--- src/rtl/directional_power_swr_meter_assert.svh ---
// Assertion macros for the directional power and SWR meter.
// Depends on nothing; included by RTL modules that assert.
`ifndef DIRECTIONAL_POWER_SWR_METER_ASSERT_SVH
`define DIRECTIONAL_POWER_SWR_METER_ASSERT_SVH
`ifndef SYNTHESIS
`define DPSM_ASSERT(label, prop, msg) \
  label: assert property (@(posedge clk_i) disable iff (!rst_ni) prop) else $error(msg);
`define DPSM_ASSERT_NEXT(label, pre, post, msg) \
  label: assert property (@(posedge clk_i) disable iff (!rst_ni) (pre) |=> (post)) else $error(msg);
`else
`define DPSM_ASSERT(label, prop, msg)
`define DPSM_ASSERT_NEXT(label, pre, post, msg)
`endif
`endif

--- src/rtl/dpsm_pkg.sv ---
// Shared types and constants of the directional power and SWR meter.
// Depends on nothing.
package dpsm_pkg;
  localparam int unsigned SampleBitsDef = 10;
  localparam int signed   OffsetAdjDef  = 0;
  localparam int unsigned SumW   = 18;
  localparam int unsigned VoltW  = 20;
  localparam int unsigned PowerW = 24;
  localparam logic [17:0] SumMax = 18'h3FFFF;
  localparam logic [15:0] RhoMax = 16'hFFFF;
  localparam logic [14:0] SwrMin = 15'd256;
  localparam logic [14:0] SwrMax = 15'd25574;

  typedef enum logic [2:0] {
    RegAvg = 3'd0, RegCalFwd = 3'd1, RegCalRev = 3'd2, RegCoefA = 3'd3,
    RegCoefB = 3'd4, RegCoefC = 3'd5, RegCoefD = 3'd6, RegPowerMin = 3'd7
  } reg_idx_e;

  typedef enum logic [4:0] {
    StIdle, StVolt, StSq, StCube, StPb, StPc, StPd, StPwr, StNext,
    StCmp, StDivInit, StDiv, StSqrtInit, StSqrt, StSwrInit, StSwrDiv, StSwrFin,
    StOut
  } state_e;

  typedef struct packed {
    logic acc;       // add a pair
    logic clear;     // clear sums
    logic start_ch;  // marks the end of a channel pass; not used by the datapath
    logic sel_rev;
    logic volt;
    logic sq;
    logic cube;
    logic pa;
    logic pb;
    logic pc;
    logic pd;
    logic pwr;
    logic cmp;
    logic div_init;
    logic div_step;
    logic sqrt_init;
    logic sqrt_step;
    logic swr_init;
    logic swr_step;
    logic swr_fin;
  } cmd_t;

  typedef struct packed {
    logic group_end;
    logic valid;
    logic rho_max;
    logic iter_done;
  } status_t;
endpackage

--- src/rtl/dpsm_ctrl.sv ---
// Sequencer of the directional power and SWR meter.
// Depends on dpsm_pkg and the assertion header.
`include "directional_power_swr_meter_assert.svh"
module dpsm_ctrl (
  input  logic             clk_i,
  input  logic             rst_ni,
  input  logic             in_valid_i,
  output logic             in_ready_o,
  output logic             out_valid_o,
  input  logic             out_ready_i,
  input  dpsm_pkg::status_t sts_i,
  output dpsm_pkg::cmd_t    cmd_o
);
  import dpsm_pkg::*;
  state_e state_q, state_d;
  logic   rev_q, rev_d;
  logic   ov_q, ov_d;

  always_comb begin
    state_d = state_q;
    rev_d = rev_q;
    unique case (state_q)
      StIdle: begin
        if (in_valid_i && sts_i.group_end) begin
          state_d = StVolt;
          rev_d = 1'b0;
        end
      end
      StVolt: state_d = StSq;
      StSq:   state_d = StCube;
      StCube: state_d = StPb;
      StPb:   state_d = StPc;
      StPc:   state_d = StPd;
      StPd:   state_d = StPwr;
      StPwr:  state_d = StNext;
      StNext: begin
        if (rev_q) begin
          state_d = StCmp;
        end else begin
          state_d = StVolt;
          rev_d = 1'b1;
        end
      end
      StCmp: begin
        if (!sts_i.valid) state_d = StOut;
        else if (sts_i.rho_max) state_d = StSwrInit;
        else state_d = StDivInit;
      end
      StDivInit:  state_d = StDiv;
      StDiv:      if (sts_i.iter_done) state_d = StSqrtInit;
      StSqrtInit: state_d = StSqrt;
      StSqrt:     if (sts_i.iter_done) state_d = StSwrInit;
      StSwrInit:  state_d = StSwrDiv;
      StSwrDiv:   if (sts_i.iter_done) state_d = StSwrFin;
      StSwrFin:   state_d = StOut;
      StOut:      if (!ov_q || out_ready_i) state_d = StIdle;
      default:    state_d = StIdle;
    endcase
  end

  always_comb begin
    cmd_o = '0;
    in_ready_o = (state_q == StIdle);
    cmd_o.sel_rev = rev_q;
    ov_d = ov_q;
    if (out_ready_i) ov_d = 1'b0;
    unique case (state_q)
      StIdle:     cmd_o.acc = in_valid_i;
      StVolt:     cmd_o.volt = 1'b1;
      StSq:       cmd_o.sq = 1'b1;
      StCube:     begin cmd_o.cube = 1'b1; cmd_o.pa = 1'b1; end
      StPb:       cmd_o.pb = 1'b1;
      StPc:       cmd_o.pc = 1'b1;
      StPd:       cmd_o.pd = 1'b1;
      StPwr:      cmd_o.pwr = 1'b1;
      StNext:     cmd_o.start_ch = 1'b1;
      StCmp:      cmd_o.cmp = 1'b1;
      StDivInit:  cmd_o.div_init = 1'b1;
      StDiv:      cmd_o.div_step = 1'b1;
      StSqrtInit: cmd_o.sqrt_init = 1'b1;
      StSqrt:     cmd_o.sqrt_step = 1'b1;
      StSwrInit:  cmd_o.swr_init = 1'b1;
      StSwrDiv:   cmd_o.swr_step = 1'b1;
      StSwrFin:   cmd_o.swr_fin = 1'b1;
      StOut: begin
        if (!ov_q || out_ready_i) begin
          ov_d = 1'b1;
          cmd_o.clear = 1'b1;
        end
      end
      default: ;
    endcase
  end

  assign out_valid_o = ov_q;

  always_ff @(posedge clk_i or negedge rst_ni) begin
    if (!rst_ni) begin
      state_q <= StIdle;
      rev_q <= 1'b0;
      ov_q <= 1'b0;
    end else begin
      state_q <= state_d;
      rev_q <= rev_d;
      ov_q <= ov_d;
    end
  end

  `DPSM_ASSERT_NEXT(a_out_loads, state_q == StOut && (!ov_q || out_ready_i), out_valid_o && state_q == StIdle, "result not presented")
  `DPSM_ASSERT(a_ready_idle, in_ready_o |-> state_q == StIdle, "ready outside idle")
  `DPSM_ASSERT_NEXT(a_hold, out_valid_o && !out_ready_i, out_valid_o, "result dropped")
endmodule

--- config.mk ---
export PLATFORM = sky130hd
export DESIGN_NAME = dpsm_ctrl
export DESIGN_NICKNAME = d
export VERILOG_FILES = /design/src/rtl/dpsm_pkg.sv /design/src/rtl/dpsm_ctrl.sv
export VERILOG_INCLUDE_DIRS = /design/src /design/src/rtl
export SDC_FILE = /design/constraint.sdc
export NUM_CORES = 1
export LEC_CHECK = 0
export BUFFER_PORTS_ARGS = -buffer_cell sky130_fd_sc_hd__clkbuf_2
export CORE_AREA = 3 3 40 42
export CTS_CLUSTER_DIAMETER = 200
export DETAILED_ROUTE_END_ITERATION = 10
export DIE_AREA = 0 0 43 45
export GPL_TIMING_DRIVEN = 0
export PLACE_DENSITY = 0.89
export SLEW_MARGIN = 25
export SYNTH_ARGS = -nofsm -noshare
export SYNTH_HDL_FRONTEND = slang
export SYNTH_SLANG_ARGS = --single-unit
--- constraint.sdc ---
create_clock -name clk_i -period 2.62 [get_ports clk_i]
set_clock_uncertainty 0.1 [all_clocks]
set_input_delay 0.393 -clock clk_i [delete_from_list [all_inputs] [get_ports clk_i]]
set_output_delay 0.393 -clock clk_i [all_outputs]
set_load 0.01 [all_outputs]
==> impl_metrics.yaml <==
outcome:
  outcome: "complete, no violations"
synth:
  async_flop_share_pct: 100
  synth_xor_area_share_pct: 0
  avgSynthCellArea_um2: 6.79
  yosys.area_share.simple_pct: 37.9
  synthesis.nets: 95
  synth-adder-area-share_pct: 0
  synth-seq-cells: 7
  synth-compound-area-share_pct: 20.8
  synth_mux_area_share_pct: 0
  syn-cell-area_um2: 591
  synth_top_family_by_area: "simple AND/OR/NAND/NOR gates"
  yosysSeqAreaShare_pct: 29.7
  synth_enable_flop_cells: 0
  synth_warnings: 0
  synth_cell_types: 27
  ys.flop_type: "dfrtp_1"
  syn_inst: 87
flow_run:
  drv_cap: 0
drt:
  via_per_inst: 5.63
  drt_first_pass_iters: 4
  routed-via-count: 766
  drt_iter0_drc: 36
  wire_per_inst_um: 12.0
  drt_wl_total_mm: 1.63
  drc: 0
  ant_nets: 0
sta:
  setup_viol: 0
  setup_tns_ps: 0
  rsz0062_at_grt: "false"
  hold_slack_ps: 252
  clock.fmax_mhz: 421
  period_needed_ps: 2380
  slew_headroom_pct: 67.4
  tightestPinTransition_ps: 485
  final.setup.worst_slack_ps: 245
  finalCritPeriodShare_pct: 90.7
  slew_violations: 0
  hold_viol: 0
setup_path:
  r2r_slack_ps: 780
  startpoint_type: "register"
  cp.arrival_ps: 1880
  cp.required_ps: 2130
  crit_type: "register to output port"
  worstPathMaxFanout: 10
  end_kind: "output port"
clock_network:
  postCtsSetupBuffers: 0
  cts_max_path_buffers: 2
  cts_resized: 0
  cts_tree: "built"
  clk_pin_slew_worst_paths_ps: 50
  clock-sinks: 7
  htreeDepth: 1
  root_buffer: "clkbuf_4"
  cts_buffers: 3
  clk_latency_ps: 250
placement:
  port_buffers: 29
  hpwl_mm: 1.29
  preCtsSetupSlack_ps: 532
  globalplace.congestion: 0.935
  dp.cells: 131
global_routing:
  antenna_found_initial: 0
  overflow: 0
  grt_max_degree: 11
  grt_pass1_vias: 664
  grt_pass1_wl_mm: 2.69
  grt_use_total_pct: 18.3
final_layout:
  fin_cells: 136
  layout_commonest_cell: "clkbuf_2"
  drive_gt1_share_pct: 32.2
  syn2layout_area_growth_pct: 33.9
  antenna_cells: 0
  final_cell_mix: "clkbuf_2 (29), nor2_1 (14), nand2_1 (10)"
  final_nets: 130
floorplan:
  start_util_pct: 46.0
  coreArea_mm2: 0.00128
  dieHeight_um: 45
  dieWidth_um: 43
  num_rows: 13
  die_area_mm2: 0.00194
  ios: 30
worst_hold_path:
  hp-class: "input port to register"
pwr:
  ir_worst_vdd_mv: 0.708
  p_per_area_mw_per_mm2: 1120
  leakage_nw: 0.394
## critical path, cell delays in order, from the launching register on
cell      delay [ps]
dfrtp_1          350
clkbuf_1         320
buf_1            370
nand2_1          120
nor3_1           210
buf_4            150
clkbuf_2         120
## timing repair
action / CTS / global route
hold buffers: 1 / 0
hold endpoints to repair: 7 / 0
setup endpoints to repair: 0 / 0
## layer usage
metal	routed length, um	track usage (%)	up-vias
met1	631	21.5	348
li1	-	-	372
met2	820	31.1	42
met4	21	6.63	0
met3	157	6.37	4
met5	0	0	-
## report_power, final
| group | leakage, nW | internal [mW] | switching [mW] | total [mW] |
|---|---|---|---|---|
| registers | 0.0874 | 0.153 | 0.0348 | 0.187 |
| clock network | 0.0150 | 0.0580 | 0.0380 | 0.0960 |
| logic | 0.291 | 0.230 | 0.370 | 0.600 |
## state kept, by name, indices dropped and copies added, names as in the netlist
name / count
rev_q: 1
out_valid_o: 1
state_q: 5
## area by class of cell
class | count | area (um2)
plain buffers | 10 | 53.8
clock buffers | 4 | 26.3
fillers | 128 | 494
inverters | 4 | 15.0
multi-input cells | 66 | 347
flip-flops and latches | 7 | 175
well taps | 15 | 18.8
repair buffers | 30 | 155
## synthesized netlist by cell type (all sizes together) (2+ instances only)
library cell	number	share of area, %
nand3	4	3.4
dfrtp	7	30
inv	4	2.5
nand2	10	6.4
buf	6	6.6
nor3	7	5.9
o41ai	2	3.0
clkbuf	4	2.5
nor2	14	8.9
or3	6	6.4
o21ai	4	3.4
a21oi	6	5.1
o311ai	2	3.0
## metrics by stage
stage / util (%) / area (um2) / power (mW)
2_1_floorplan: - / 591 / 0.610
3_3_place_gp: 58.7 / 754 / 0.764
3_5_place_dp: 58.7 / 754 / 0.785
4_1_cts: 61.5 / 791 / 0.887
5_1_grt: 61.5 / 791 / 0.973
6_report: 61.5 / 791 / 0.883
## final timing paths
path	startpoint	to	cells past startpoint
max	state_q[1]	cmd_o[13]	6
min	out_ready_i	out_valid_o	2
max reg2reg	state_q[0]	state_q[0]	5
min reg2reg	rev_q	rev_q	2
max in group asynchronous	rst_ni	state_q[1]	2
min in group asynchronous	rst_ni	out_valid_o	2
## cells by family after synthesis
logic type	count (synthesis)
and+or+nand+nor	47
buffers and inverters	14
AOI/OAI and AO/OA	19
DFF	7
(Power assumes the default switching activity.)
